==> src/hw/rtl/dtbrl_pkg.sv <==
package dtbrl_pkg;

	localparam int CFG_IDX_W  = 3;
	localparam int CFG_DATA_W = 31;

	localparam logic [CFG_IDX_W-1:0] CFG_LINK_PADDING = 3'd0;
	localparam logic [CFG_IDX_W-1:0] CFG_REFILL_RATE  = 3'd1;
	localparam logic [CFG_IDX_W-1:0] CFG_BURST_SIZE   = 3'd2;
	localparam logic [CFG_IDX_W-1:0] CFG_CELL_CAP     = 3'd3;
	localparam logic [CFG_IDX_W-1:0] CFG_STREAM_CAP   = 3'd4;

	localparam logic [15:0] CELL_CAP_RST   = 16'd16384;
	localparam logic [15:0] STREAM_CAP_RST = 16'd15936;

	localparam logic [2:0] MODE_INIT   = 3'd0;
	localparam logic [2:0] MODE_SET    = 3'd1;
	localparam logic [2:0] MODE_QUERY  = 3'd2;
	localparam logic [2:0] MODE_CHARGE = 3'd3;
	localparam logic [2:0] MODE_WBLOCK = 3'd4;
	localparam logic [2:0] MODE_TICK   = 3'd5;

	// A slot bucket is refilled only while it holds at most this many seconds of its rate.
	localparam logic [34:0] REFILL_HEADROOM = 35'd9;

	typedef enum logic [2:0] {
		ST_IDLE,
		ST_EXEC,
		ST_LOAD,
		ST_REFILL,
		ST_WAKE,
		ST_TERM
	} state_t;

	typedef enum logic [3:0] {
		OP_NONE,
		OP_INIT,
		OP_SET,
		OP_QUERY,
		OP_CHARGE,
		OP_WBLOCK,
		OP_ECHO,
		OP_NULL,
		OP_TICK,
		OP_LOAD,
		OP_REFILL,
		OP_WAKE
	} op_t;

	typedef struct packed {
		op_t  op;
		logic in_ready;
	} cmd_t;

	typedef struct packed {
		logic       in_beat;
		logic [2:0] mode;
		logic       slot_ok;
		logic       tick_due;
		logic       wake;
		logic       out_free;
	} stat_t;

	function automatic logic [31:0] sat_sub32(input logic [31:0] a, input logic [31:0] b);
		sat_sub32 = (a >= b) ? (a - b) : 32'd0;
	endfunction

	function automatic logic [31:0] sat_add32(input logic [31:0] a, input logic [30:0] b);
		logic [32:0] sum;
		sum = {1'b0, a} + {2'b00, b};
		sat_add32 = sum[32] ? 32'hFFFF_FFFF : sum[31:0];
	endfunction

endpackage

==> src/hw/rtl/dtbrl_if.sv <==
interface dtbrl_req_if;
	logic        valid;
	logic        ready;
	logic [2:0]  mode;
	logic [3:0]  slot;
	logic [30:0] byte_count;
	logic [31:0] seconds;
	logic        speaks_cells;
	logic        is_open;
	logic [30:0] slot_bandwidth;

	modport source(output valid, mode, slot, byte_count, seconds, speaks_cells, is_open,
		slot_bandwidth, input ready);
	modport sink(input valid, mode, slot, byte_count, seconds, speaks_cells, is_open,
		slot_bandwidth, output ready);
	modport mon(input valid, ready, mode, slot, byte_count, seconds, speaks_cells, is_open,
		slot_bandwidth);
endinterface

interface dtbrl_rsp_if;
	logic        valid;
	logic        ready;
	logic [3:0]  out_slot;
	logic [31:0] read_limit;
	logic        pause_reading;
	logic        resume_reading;
	logic        resume_writing;
	logic        last;

	modport source(output valid, out_slot, read_limit, pause_reading, resume_reading,
		resume_writing, last, input ready);
	modport sink(input valid, out_slot, read_limit, pause_reading, resume_reading,
		resume_writing, last, output ready);
	modport mon(input valid, ready, out_slot, read_limit, pause_reading, resume_reading,
		resume_writing, last);
endinterface

==> src/hw/rtl/dtbrl_ctrl.sv <==
module dtbrl_ctrl #(
	parameter int MAX_SLOTS = 16,
	localparam int SLOT_W = (MAX_SLOTS > 1) ? $clog2(MAX_SLOTS) : 1
) (
	input  logic               clk,
	input  logic               arst_n,
	input  dtbrl_pkg::stat_t   stat,
	output dtbrl_pkg::cmd_t    cmd,
	output logic [SLOT_W-1:0]  walk_idx
);
	import dtbrl_pkg::*;

	localparam logic [SLOT_W-1:0] LAST_IDX = SLOT_W'(MAX_SLOTS - 1);

	state_t            state_q;
	state_t            state_nxt;
	logic [SLOT_W-1:0] idx_q;
	logic              idx_clr;
	logic              idx_inc;

	always_ff @(posedge clk or negedge arst_n) begin
		if (!arst_n) begin
			state_q <= ST_IDLE;
			idx_q   <= '0;
		end else begin
			state_q <= state_nxt;
			if (idx_clr) begin
				idx_q <= '0;
			end else if (idx_inc) begin
				idx_q <= idx_q + 1'b1;
			end
		end
	end

	always_comb begin
		state_nxt = state_q;
		case (state_q)
			ST_IDLE: begin
				state_nxt = stat.in_beat ? ST_EXEC : ST_IDLE;
			end
			ST_EXEC: begin
				if (stat.mode == MODE_TICK) begin
					state_nxt = stat.tick_due ? ST_LOAD : ST_TERM;
				end else if (stat.out_free) begin
					state_nxt = ST_IDLE;
				end
			end
			ST_LOAD: begin
				state_nxt = ST_REFILL;
			end
			ST_REFILL: begin
				state_nxt = ST_WAKE;
			end
			ST_WAKE: begin
				if (!stat.wake || stat.out_free) begin
					state_nxt = (idx_q == LAST_IDX) ? ST_TERM : ST_LOAD;
				end
			end
			ST_TERM: begin
				if (stat.out_free) begin
					state_nxt = ST_IDLE;
				end
			end
			default: begin
				state_nxt = ST_IDLE;
			end
		endcase
	end

	always_comb begin
		cmd.op       = OP_NONE;
		cmd.in_ready = 1'b0;
		idx_clr      = 1'b0;
		idx_inc      = 1'b0;
		case (state_q)
			ST_IDLE: begin
				cmd.in_ready = 1'b1;
			end
			ST_EXEC: begin
				case (stat.mode)
					MODE_INIT: begin
						cmd.op = stat.out_free ? OP_INIT : OP_NONE;
					end
					MODE_SET, MODE_QUERY, MODE_CHARGE, MODE_WBLOCK: begin
						if (!stat.out_free) begin
							cmd.op = OP_NONE;
						end else if (!stat.slot_ok) begin
							cmd.op = OP_ECHO;
						end else if (stat.mode == MODE_SET) begin
							cmd.op = OP_SET;
						end else if (stat.mode == MODE_QUERY) begin
							cmd.op = OP_QUERY;
						end else if (stat.mode == MODE_CHARGE) begin
							cmd.op = OP_CHARGE;
						end else begin
							cmd.op = OP_WBLOCK;
						end
					end
					MODE_TICK: begin
						cmd.op  = OP_TICK;
						idx_clr = 1'b1;
					end
					default: begin
						cmd.op = stat.out_free ? OP_NULL : OP_NONE;
					end
				endcase
			end
			ST_LOAD: begin
				cmd.op = OP_LOAD;
			end
			ST_REFILL: begin
				cmd.op = OP_REFILL;
			end
			ST_WAKE: begin
				cmd.op  = (stat.wake && stat.out_free) ? OP_WAKE : OP_NONE;
				idx_inc = !stat.wake || stat.out_free;
			end
			ST_TERM: begin
				cmd.op = stat.out_free ? OP_NULL : OP_NONE;
			end
			default: begin
				cmd.op = OP_NONE;
			end
		endcase
	end

	assign walk_idx = idx_q;

endmodule

==> src/hw/rtl/dtbrl_dp.sv <==
module dtbrl_dp #(
	parameter int MAX_SLOTS = 16,
	localparam int SLOT_W = (MAX_SLOTS > 1) ? $clog2(MAX_SLOTS) : 1
) (
	input  logic                                 clk,
	input  logic                                 arst_n,
	input  logic                                 cfg_we,
	input  logic [dtbrl_pkg::CFG_IDX_W-1:0]      cfg_index,
	input  logic [dtbrl_pkg::CFG_DATA_W-1:0]     cfg_data,
	input  logic                                 req_valid,
	input  logic [2:0]                           req_mode,
	input  logic [3:0]                           req_slot,
	input  logic [30:0]                          req_byte_count,
	input  logic [31:0]                          req_seconds,
	input  logic                                 req_speaks_cells,
	input  logic                                 req_is_open,
	input  logic [30:0]                          req_slot_bandwidth,
	input  dtbrl_pkg::cmd_t                      cmd,
	input  logic [SLOT_W-1:0]                    walk_idx,
	output dtbrl_pkg::stat_t                     stat,
	dtbrl_rsp_if.source                          rsp
);
	import dtbrl_pkg::*;

	localparam logic [6:0] NUM_SLOTS = 7'(MAX_SLOTS);

	// Configuration.
	logic        link_padding_q;
	logic [30:0] refill_rate_q;
	logic [30:0] burst_size_q;
	logic [15:0] cell_cap_q;
	logic [15:0] stream_cap_q;

	// Captured input item.
	logic [2:0]  mode_q;
	logic [3:0]  slot_q;
	logic [30:0] bytes_q;
	logic [31:0] secs_q;
	logic        cells_q;
	logic        opened_q;
	logic [30:0] bw_q;

	// Limiter state.
	logic [31:0]          global_q;
	logic [31:0]          last_sec_q;
	logic [31:0]          rx_bucket_q [MAX_SLOTS];
	logic [30:0]          rate_q      [MAX_SLOTS];
	logic [MAX_SLOTS-1:0] cell_flag_q;
	logic [MAX_SLOTS-1:0] open_flag_q;
	logic [MAX_SLOTS-1:0] want_rd_q;
	logic [MAX_SLOTS-1:0] want_wr_q;

	// Slot loaded for the refill step of a tick.
	logic [31:0] ld_bucket_s1;
	logic [30:0] ld_rate_s1;
	logic [34:0] ld_headroom_s1;
	logic        ld_limited_s1;

	// Output register.
	logic        out_valid_q;
	logic [3:0]  out_slot_q;
	logic [31:0] out_limit_q;
	logic        out_pause_q;
	logic        out_rr_q;
	logic        out_rw_q;
	logic        out_last_q;

	logic              capture;
	logic [SLOT_W-1:0] s_idx;
	logic              s_limited;
	logic [31:0]       cap32;
	logic [31:0]       lim_base;
	logic [31:0]       lim;
	logic [31:0]       g_charged;
	logic [31:0]       r_charged;
	logic              pause;
	logic              tick_due;
	logic [31:0]       g_refilled;
	logic [31:0]       r_refilled;
	logic              w_limited;
	logic              wake;
	logic              emit;
	logic [3:0]        e_slot;
	logic [31:0]       e_limit;
	logic              e_pause;
	logic              e_rr;
	logic              e_rw;

	assign capture   = req_valid && cmd.in_ready;
	assign s_idx     = SLOT_W'(slot_q);
	assign s_limited = cell_flag_q[s_idx] && open_flag_q[s_idx];

	// Query: per-read cap (unless link padding is set) against the global bucket, then the slot bucket.
	assign cap32    = {16'd0, (cell_flag_q[s_idx] ? cell_cap_q : stream_cap_q)};
	assign lim_base = (link_padding_q || cap32 > global_q) ? global_q : cap32;
	assign lim      = (s_limited && lim_base > rx_bucket_q[s_idx]) ? rx_bucket_q[s_idx] : lim_base;

	// Charge: both buckets stop at zero.
	assign g_charged = sat_sub32(global_q, {1'b0, bytes_q});
	assign r_charged = sat_sub32(rx_bucket_q[s_idx], {1'b0, bytes_q});
	assign pause     = (g_charged == 32'd0) || (s_limited && r_charged == 32'd0);

	assign tick_due   = secs_q > last_sec_q;
	assign g_refilled = sat_add32(global_q, refill_rate_q);
	assign r_refilled = sat_add32(ld_bucket_s1, ld_rate_s1);

	assign w_limited = cell_flag_q[walk_idx] && open_flag_q[walk_idx];
	assign wake      = want_rd_q[walk_idx] && (global_q != 32'd0)
		&& (!w_limited || rx_bucket_q[walk_idx] != 32'd0);

	assign stat.in_beat  = capture;
	assign stat.mode     = mode_q;
	assign stat.slot_ok  = {3'b000, slot_q} < NUM_SLOTS;
	assign stat.tick_due = tick_due;
	assign stat.wake     = wake;
	assign stat.out_free = !out_valid_q || rsp.ready;

	always_ff @(posedge clk or negedge arst_n) begin
		if (!arst_n) begin
			link_padding_q <= 1'b0;
			refill_rate_q  <= '0;
			burst_size_q   <= '0;
			cell_cap_q     <= CELL_CAP_RST;
			stream_cap_q   <= STREAM_CAP_RST;
		end else if (cfg_we) begin
			case (cfg_index)
				CFG_LINK_PADDING: link_padding_q <= cfg_data[0];
				CFG_REFILL_RATE:  refill_rate_q  <= cfg_data;
				CFG_BURST_SIZE:   burst_size_q   <= cfg_data;
				CFG_CELL_CAP:     cell_cap_q     <= cfg_data[15:0];
				CFG_STREAM_CAP:   stream_cap_q   <= cfg_data[15:0];
				default: begin
				end
			endcase
		end
	end

	always_ff @(posedge clk) begin
		if (capture) begin
			mode_q   <= req_mode;
			slot_q   <= req_slot;
			bytes_q  <= req_byte_count;
			secs_q   <= req_seconds;
			cells_q  <= req_speaks_cells;
			opened_q <= req_is_open;
			bw_q     <= req_slot_bandwidth;
		end
		if (cmd.op == OP_LOAD) begin
			ld_bucket_s1   <= rx_bucket_q[walk_idx];
			ld_rate_s1     <= rate_q[walk_idx];
			ld_headroom_s1 <= {4'd0, rate_q[walk_idx]} * REFILL_HEADROOM;
			ld_limited_s1  <= w_limited;
		end
	end

	always_ff @(posedge clk or negedge arst_n) begin
		if (!arst_n) begin
			global_q    <= '0;
			last_sec_q  <= '0;
			cell_flag_q <= '0;
			open_flag_q <= '0;
			want_rd_q   <= '0;
			want_wr_q   <= '0;
			for (int i = 0; i < MAX_SLOTS; i++) begin
				rx_bucket_q[i] <= '0;
				rate_q[i]      <= '0;
			end
		end else begin
			case (cmd.op)
				OP_INIT: begin
					last_sec_q <= secs_q;
					global_q   <= {1'b0, burst_size_q};
				end
				OP_SET: begin
					cell_flag_q[s_idx] <= cells_q;
					open_flag_q[s_idx] <= opened_q;
					rate_q[s_idx]      <= bw_q;
					rx_bucket_q[s_idx] <= {1'b0, bw_q};
					want_rd_q[s_idx]   <= 1'b0;
					want_wr_q[s_idx]   <= 1'b0;
				end
				OP_CHARGE: begin
					global_q <= g_charged;
					if (s_limited) begin
						rx_bucket_q[s_idx] <= r_charged;
					end
					if (pause) begin
						want_rd_q[s_idx] <= 1'b1;
					end
				end
				OP_WBLOCK: begin
					want_wr_q[s_idx] <= 1'b1;
				end
				OP_TICK: begin
					if (tick_due) begin
						last_sec_q <= secs_q;
						if (global_q < {1'b0, burst_size_q}) begin
							global_q <= g_refilled;
						end
					end
				end
				OP_REFILL: begin
					if (ld_limited_s1 && {3'b000, ld_bucket_s1} <= ld_headroom_s1) begin
						rx_bucket_q[walk_idx] <= r_refilled;
					end
				end
				OP_WAKE: begin
					want_rd_q[walk_idx] <= 1'b0;
					want_wr_q[walk_idx] <= 1'b0;
				end
				default: begin
				end
			endcase
		end
	end

	always_comb begin
		emit    = 1'b1;
		e_slot  = 4'd0;
		e_limit = 32'd0;
		e_pause = 1'b0;
		e_rr    = 1'b0;
		e_rw    = 1'b0;
		case (cmd.op)
			OP_INIT, OP_NULL: begin
			end
			OP_SET, OP_WBLOCK, OP_ECHO: begin
				e_slot = slot_q;
			end
			OP_QUERY: begin
				e_slot  = slot_q;
				e_limit = lim;
			end
			OP_CHARGE: begin
				e_slot  = slot_q;
				e_pause = pause;
			end
			OP_WAKE: begin
				e_slot = 4'(walk_idx);
				e_rr   = 1'b1;
				e_rw   = want_wr_q[walk_idx];
			end
			default: begin
				emit = 1'b0;
			end
		endcase
	end

	always_ff @(posedge clk or negedge arst_n) begin
		if (!arst_n) begin
			out_valid_q <= 1'b0;
		end else if (emit) begin
			out_valid_q <= 1'b1;
		end else if (rsp.ready) begin
			out_valid_q <= 1'b0;
		end
	end

	always_ff @(posedge clk) begin
		if (emit) begin
			out_slot_q  <= e_slot;
			out_limit_q <= e_limit;
			out_pause_q <= e_pause;
			out_rr_q    <= e_rr;
			out_rw_q    <= e_rw;
			// Only wake results are followed by more results of the same item.
			out_last_q  <= (cmd.op != OP_WAKE);
		end
	end

	assign rsp.valid          = out_valid_q;
	assign rsp.out_slot       = out_slot_q;
	assign rsp.read_limit     = out_limit_q;
	assign rsp.pause_reading  = out_pause_q;
	assign rsp.resume_reading = out_rr_q;
	assign rsp.resume_writing = out_rw_q;
	assign rsp.last           = out_last_q;

endmodule

==> src/hw/rtl/dual_token_bucket_read_limiter_unit.sv <==
// Read-rate limiter: one global token bucket plus one receiver bucket per connection slot.
// Channels: req carries one command beat (init, slot setup, limit query, bytes read,
// write blocked, one-second tick); rsp returns result beats, the final one with last set.
// Configuration is written through cfg_we / cfg_index / cfg_data; the user must do so only
// while no command is in flight; the block itself does not enforce this. An accepted command
// is executed in the state after idle, which for all but a tick waits until the output
// register is free; a non-tick command's single result is then registered there. A tick that
// advances time walks every slot through the shared refill logic, one slot after another in
// the states load, refill and wake check, then sends the terminator beat; each woken slot
// adds a result beat ahead of the terminator. Only one command is worked on at a time:
// req.ready is high only between commands. When the receiver stalls, the held result stays
// in the output register and each result-producing step waits until it is taken, so nothing is
// lost or repeated. Reset clears both buckets, the time stamp and all slot state; the per-read
// caps return to 16384 (cell-speaking) and 15936 (other) bytes, other settings to zero.
module dual_token_bucket_read_limiter_unit #(
	parameter int MAX_SLOTS = 16
) (
	input  logic                             clk,
	input  logic                             arst_n,
	input  logic                             cfg_we,
	input  logic [dtbrl_pkg::CFG_IDX_W-1:0]  cfg_index,
	input  logic [dtbrl_pkg::CFG_DATA_W-1:0] cfg_data,
	dtbrl_req_if.sink                        req,
	dtbrl_rsp_if.source                      rsp
);
	import dtbrl_pkg::*;

	localparam int SLOT_W = (MAX_SLOTS > 1) ? $clog2(MAX_SLOTS) : 1;

	cmd_t              cmd;
	stat_t             stat;
	logic [SLOT_W-1:0] walk_idx;

	assign req.ready = cmd.in_ready;

	dtbrl_ctrl #(
		.MAX_SLOTS(MAX_SLOTS)
	) u_ctrl (
		.clk     (clk),
		.arst_n  (arst_n),
		.stat    (stat),
		.cmd     (cmd),
		.walk_idx(walk_idx)
	);

	dtbrl_dp #(
		.MAX_SLOTS(MAX_SLOTS)
	) u_dp (
		.clk               (clk),
		.arst_n            (arst_n),
		.cfg_we            (cfg_we),
		.cfg_index         (cfg_index),
		.cfg_data          (cfg_data),
		.req_valid         (req.valid),
		.req_mode          (req.mode),
		.req_slot          (req.slot),
		.req_byte_count    (req.byte_count),
		.req_seconds       (req.seconds),
		.req_speaks_cells  (req.speaks_cells),
		.req_is_open       (req.is_open),
		.req_slot_bandwidth(req.slot_bandwidth),
		.cmd               (cmd),
		.walk_idx          (walk_idx),
		.stat              (stat),
		.rsp               (rsp)
	);

endmodule

==> src/flat_wrapper.sv <==
// flat-port wrapper written by rule: the top's interface ports become plain ports
module dual_token_bucket_read_limiter_unit_flat import dtbrl_pkg::*;
#(
	parameter int MAX_SLOTS = 16
)
  (clk, arst_n, cfg_we, cfg_index, cfg_data, req_valid, req_mode, req_slot, req_byte_count, req_seconds, req_speaks_cells, req_is_open, req_slot_bandwidth, req_ready, rsp_valid, rsp_out_slot, rsp_read_limit, rsp_pause_reading, rsp_resume_reading, rsp_resume_writing, rsp_last, rsp_ready);
  dtbrl_req_if req_i ();
  dtbrl_rsp_if rsp_i ();
  input  logic clk;
  input  logic arst_n;
  input  logic cfg_we;
  input  logic [dtbrl_pkg::CFG_IDX_W-1:0] cfg_index;
  input  logic [dtbrl_pkg::CFG_DATA_W-1:0] cfg_data;
  input wire logic [$bits(req_i.valid)-1:0] req_valid;
  input wire logic [$bits(req_i.mode)-1:0] req_mode;
  input wire logic [$bits(req_i.slot)-1:0] req_slot;
  input wire logic [$bits(req_i.byte_count)-1:0] req_byte_count;
  input wire logic [$bits(req_i.seconds)-1:0] req_seconds;
  input wire logic [$bits(req_i.speaks_cells)-1:0] req_speaks_cells;
  input wire logic [$bits(req_i.is_open)-1:0] req_is_open;
  input wire logic [$bits(req_i.slot_bandwidth)-1:0] req_slot_bandwidth;
  output wire logic [$bits(req_i.ready)-1:0] req_ready;
  output wire logic [$bits(rsp_i.valid)-1:0] rsp_valid;
  output wire logic [$bits(rsp_i.out_slot)-1:0] rsp_out_slot;
  output wire logic [$bits(rsp_i.read_limit)-1:0] rsp_read_limit;
  output wire logic [$bits(rsp_i.pause_reading)-1:0] rsp_pause_reading;
  output wire logic [$bits(rsp_i.resume_reading)-1:0] rsp_resume_reading;
  output wire logic [$bits(rsp_i.resume_writing)-1:0] rsp_resume_writing;
  output wire logic [$bits(rsp_i.last)-1:0] rsp_last;
  input wire logic [$bits(rsp_i.ready)-1:0] rsp_ready;
  assign req_i.valid = req_valid;
  assign req_i.mode = req_mode;
  assign req_i.slot = req_slot;
  assign req_i.byte_count = req_byte_count;
  assign req_i.seconds = req_seconds;
  assign req_i.speaks_cells = req_speaks_cells;
  assign req_i.is_open = req_is_open;
  assign req_i.slot_bandwidth = req_slot_bandwidth;
  assign req_ready = req_i.ready;
  assign rsp_valid = rsp_i.valid;
  assign rsp_out_slot = rsp_i.out_slot;
  assign rsp_read_limit = rsp_i.read_limit;
  assign rsp_pause_reading = rsp_i.pause_reading;
  assign rsp_resume_reading = rsp_i.resume_reading;
  assign rsp_resume_writing = rsp_i.resume_writing;
  assign rsp_last = rsp_i.last;
  assign rsp_i.ready = rsp_ready;
  dual_token_bucket_read_limiter_unit #(.MAX_SLOTS(MAX_SLOTS)) u_core (.clk(clk), .arst_n(arst_n), .cfg_we(cfg_we), .cfg_index(cfg_index), .cfg_data(cfg_data), .req(req_i), .rsp(rsp_i));
endmodule
==> config.mk <==
export PLATFORM = sky130hd
export DESIGN_NAME = dual_token_bucket_read_limiter_unit_flat
export DESIGN_NICKNAME = d
export VERILOG_FILES = /design/src/hw/rtl/dtbrl_pkg.sv /design/src/hw/rtl/dtbrl_if.sv /design/src/hw/rtl/dtbrl_ctrl.sv /design/src/hw/rtl/dtbrl_dp.sv /design/src/hw/rtl/dual_token_bucket_read_limiter_unit.sv /design/src/flat_wrapper.sv
export SDC_FILE = /design/constraint.sdc
export NUM_CORES = 2
export LEC_CHECK = 0
export ABC_CLOCK_PERIOD_IN_PS = 7900
export BUFFER_PORTS_ARGS = -buffer_cell sky130_fd_sc_hd__buf_2
export CORE_AREA = 2 2 437 439
export DETAILED_ROUTE_END_ITERATION = 10
export DIE_AREA = 0 0 439 441
export PLACE_DENSITY_LB_ADDON = 0.15
export SETUP_SLACK_MARGIN = 0.4
export SLEW_MARGIN = 10
export SYNTH_ARGS = -nofsm -noshare
export SYNTH_HDL_FRONTEND = slang
export SYNTH_HIERARCHICAL = 1
export SYNTH_SLANG_ARGS = --single-unit
==> constraint.sdc <==
create_clock -name clk -period 7.9 [get_ports clk]
set_input_delay 0.79 -clock clk [delete_from_list [all_inputs] [get_ports clk]]
set_output_delay 0.79 -clock clk [all_outputs]
set_load 0.01 [all_outputs]
==> qor.txt <==
leakage power: 0.0413 uW
largest net degree at the start of global routing: 166
share of flip-flops with an asynchronous set or reset: 0.838
Peak Freq: 0.138 GHz
P&R area growth vs syn: 13.8%
CP endpoint kind: flop
IO Count: 184
clk root buf: clkbuf_16
Max Clock Skew: 0.0430 ns
drt wl/cell: 38.0 microns
Core Rows: 160
number of synthesized flops with an enable pin: 239
Worst EP required: 8.64 ns
total grt overflow: 0
post-synth top area cell: dfrtp_1
CTS clk-pin slew, worst paths: 0.06 ns
Synth Instances: 7,406
TritonCTS buffer count: 171
Synth Flop Type: dfrtp_1
CTS Buffer Depth: 3
DRT iter0 DRCs: 10,400
routed wire length: 391,000 microns
switching power: 18,000 uW
Port-buffer cells: 183
clock share of power: 0.205
sequential-to-total area share from yosys stat: 0.451
r2r setup slk: 0.64 ns
Worst setup SP type: flop
Setup Viol. Count Final: 0
final period utilization: 0.919
first-pass GRT wire length: 542,000 microns
via count: 71,500
die extent in x: 439 microns
pwr/cell area: 420 mW/mm^2
antenna violations before repair: 42
synthesized cell area: 0.0846 sq mm
status: finished, violations left
Least-Margin Pin Slew: 1.48 ns
Peak supply drop: 0.240 mV
largest cells by area after synthesis: dfrtp_1 36%, mux4_2 13%, edfxtp_1 8.5%, mux2_2 7.2%, ha_1 4.8%
FF+latch count, synth: 1,478
Pre-antenna DRT Iters: 11
synthesized area per cell: 11.4 sq um
Worst EP arrival: 8.00 ns
NumNets Final: 8,075
core region area: 0.189 sq mm
Initial Utilization: 0.447
Yosys top cell area share: 0.364
post-synth net total: 7,876
Gate power share: 0.486
synth cell count leaders: 1,232 x dfrtp_1, 795 x nand2_1, 593 x o21ai_0
min Tclk post-route: 7.26 ns
TNS Setup: 0 ns
layout cell share with drive strength beyond 1: 0.264
Vias/cell: 6.94
GRT Total Usage: 0.400
cell internal pwr: 22,500 uW
RSZ-0062 raised after global routing: no
Final Power: 40,400 uW
TritonCTS clock tree: done
DRC: 1
synth warn: 6
critical path class: flop to flop
clock sinks: 1,478
antenna-violating nets left: 0
H-tree levels: 4
Slew headroom: 0.0101
Reg power frac: 0.309
max-cap violations: 1
die area: 0.194 sq mm
Detailed Place HPWL: 273,000 microns
Yosys cell types: 103
Final Max Tran Viols: 0
Final GP Congestion: 1.09
Hold Path Class: input port to flop
critical path fanouts, max: 45
most common cell in the netlist: dfrtp_1
Die Ht: 441 microns
switch share: 0.444
vias in the first global route: 69,100
failing checks: DRC, capacitance limit
final hold vios: 0
Clock Latency Late Sink: 0.85 ns
-- worst max-delay path: stages, from the launching register on --
cell and delay [ns]:
dfrtp_4 0.56, buf_12 0.33, mux4_2 0.58, mux4_2 0.67
nor4_1 0.51, and3_1 0.40, a41oi_1 0.17, buf_4 0.25
a31oi_1 0.22, o31ai_2 0.14, nand2b_1 0.24, nor2_1 0.10
buf_4 0.18, and2_1 0.31, nor2_4 0.86, nand2_1 0.16
o211ai_1 0.16, a21o_1 0.67, buf_4 0.30, a22oi_1 0.09
o21ai_0 0.11
-- flip-flops by register name (all words and copies together), names as in the netlist, 3 cells and up --
register / flops
u_core/u_dp/rate_q: 496
u_core/u_dp/last_sec_q: 32
u_core/u_dp/stream_cap_q: 16
u_core/u_dp/ld_rate_s1: 31
u_core/u_dp/burst_size_q: 31
u_core/u_dp/bw_q: 31
u_core/u_dp/refill_rate_q: 31
u_core/u_dp/ld_bucket_s1: 32
u_core/u_dp/rsp.read_limit: 32
u_core/u_dp/want_rd_q: 16
u_core/u_dp/cell_flag_q: 16
u_core/u_ctrl/walk_idx: 4
u_core/u_dp/global_q: 32
u_core/u_dp/s_idx: 4
u_core/u_ctrl/state_q: 3
u_core/u_dp/secs_q: 32
u_core/u_dp/ld_headroom_s1: 32
u_core/u_dp/mode_q: 3
u_core/u_dp/cell_cap_q: 16
u_core/u_dp/open_flag_q: 16
u_core/u_dp/bytes_q: 31
u_core/u_dp/rx_bucket_q: 512
u_core/u_dp/rsp.out_slot: 4
u_core/u_dp/want_wr_q: 16
-- cells by family (layout without fill, tap and decap cells) --
kind of cell / after synthesis / in the layout / share of synthesized area
AO/OA/AOI/OAI: 1984 / 1985 / 0.159
XOR/XNOR: 111 / 111 / 0.0115
adder cells (fa/ha/maj): 328 / 328 / 0.0490
buffers and inverters: 810 / 1157 / 0.0371
flip-flops: 1478 / 1478 / 0.451
multiplexers: 1054 / 1054 / 0.206
other: 1 / 28 / 0.0000443
AND/OR/NAND/NOR: 1640 / 1640 / 0.0866
-- per-layer routing --
| metal | share of wire | vias up | GRT usage |
|---|---|---|---|
| li1 | - | 28700 | - |
| met1 | 0.36 | 36400 | 0.480 |
| met2 | 0.43 | 4832 | 0.594 |
| met3 | 0.12 | 1448 | 0.148 |
| met4 | 0.085 | 22 | 0.281 |
| met5 | 0.00039 | - | 0 |
-- final cells by class --
type	count	area, sq um
sequential	1478	38200
tap	2511	3140
antenna	27	67.6
fill	16900	92900
clock buffer	265	5250
multi-input combinational	5119	43700
timing repair buffer	580	4400
clock inverter	57	586
inverter	255	957
-- cell usage in the layout (no fill, tap or decap), drive strengths merged, types with 239 or more instances in the layout --
cell type	n
dfrtp	1232
nand2	796
o21ai	618
buf	579
mux2	542
mux4	493
nor2	373
ha	323
a22oi	311
a21oi	284
clkbuf	265
inv	263
edfxtp	239
-- final timing paths --
path,from,endpoint,cells after the start
worst min register to register,u_core/u_dp/rate_q[135],u_core/u_dp/rate_q[135],2
max in group asynchronous,arst_n,u_core/u_dp/rx_bucket_q[19],4
worst max register to register,u_core/u_ctrl/walk_idx[0],u_core/u_dp/rx_bucket_q[423],20
worst min-delay path,req_slot_bandwidth[21],u_core/u_dp/bw_q[21],1
min in group asynchronous,arst_n,u_core/u_dp/refill_rate_q[23],2
worst max-delay path,u_core/u_ctrl/walk_idx[0],u_core/u_dp/rx_bucket_q[423],20
-- metrics by stage --
step / setup slack (ns) / hold WS, ns / cell area, sq um / instances / util
after floorplan: 0.735 / 0.441 / 84600 / 7406 / -
after global placement: 0.177 / 0.453 / 90300 / 9935 / 0.477
after detailed placement: 0.171 / 0.458 / 90300 / 9935 / 0.477
after CTS: 0.642 / 0.0804 / 96200 / 10300 / 0.508
after global routing: 0.426 / 0.0921 / 96200 / 10300 / 0.509
final: 0.640 / 0.118 / 96300 / 10300 / 0.509
-- power groups by stage --
stage | registers [uW] | clock network (uW) | logic, uW
after floorplan | 11500 | 0 | 11800
after global placement | 12400 | 0 | 18700
after detailed placement | 12500 | 0 | 18900
after CTS | 12400 | 8380 | 19000
after global routing | 12700 | 8690 | 20500
final | 12500 | 8290 | 19600
-- what timing repair did --
item                       CTS  global route
gates cloned                 1             0
hold buffers                 1             0
hold endpoints to repair    44             0
setup endpoints to repair   17            71
buffers inserted             1             4
pin swaps                    1             0
gates resized for setup      2             1
(Power assumes the default switching activity.)
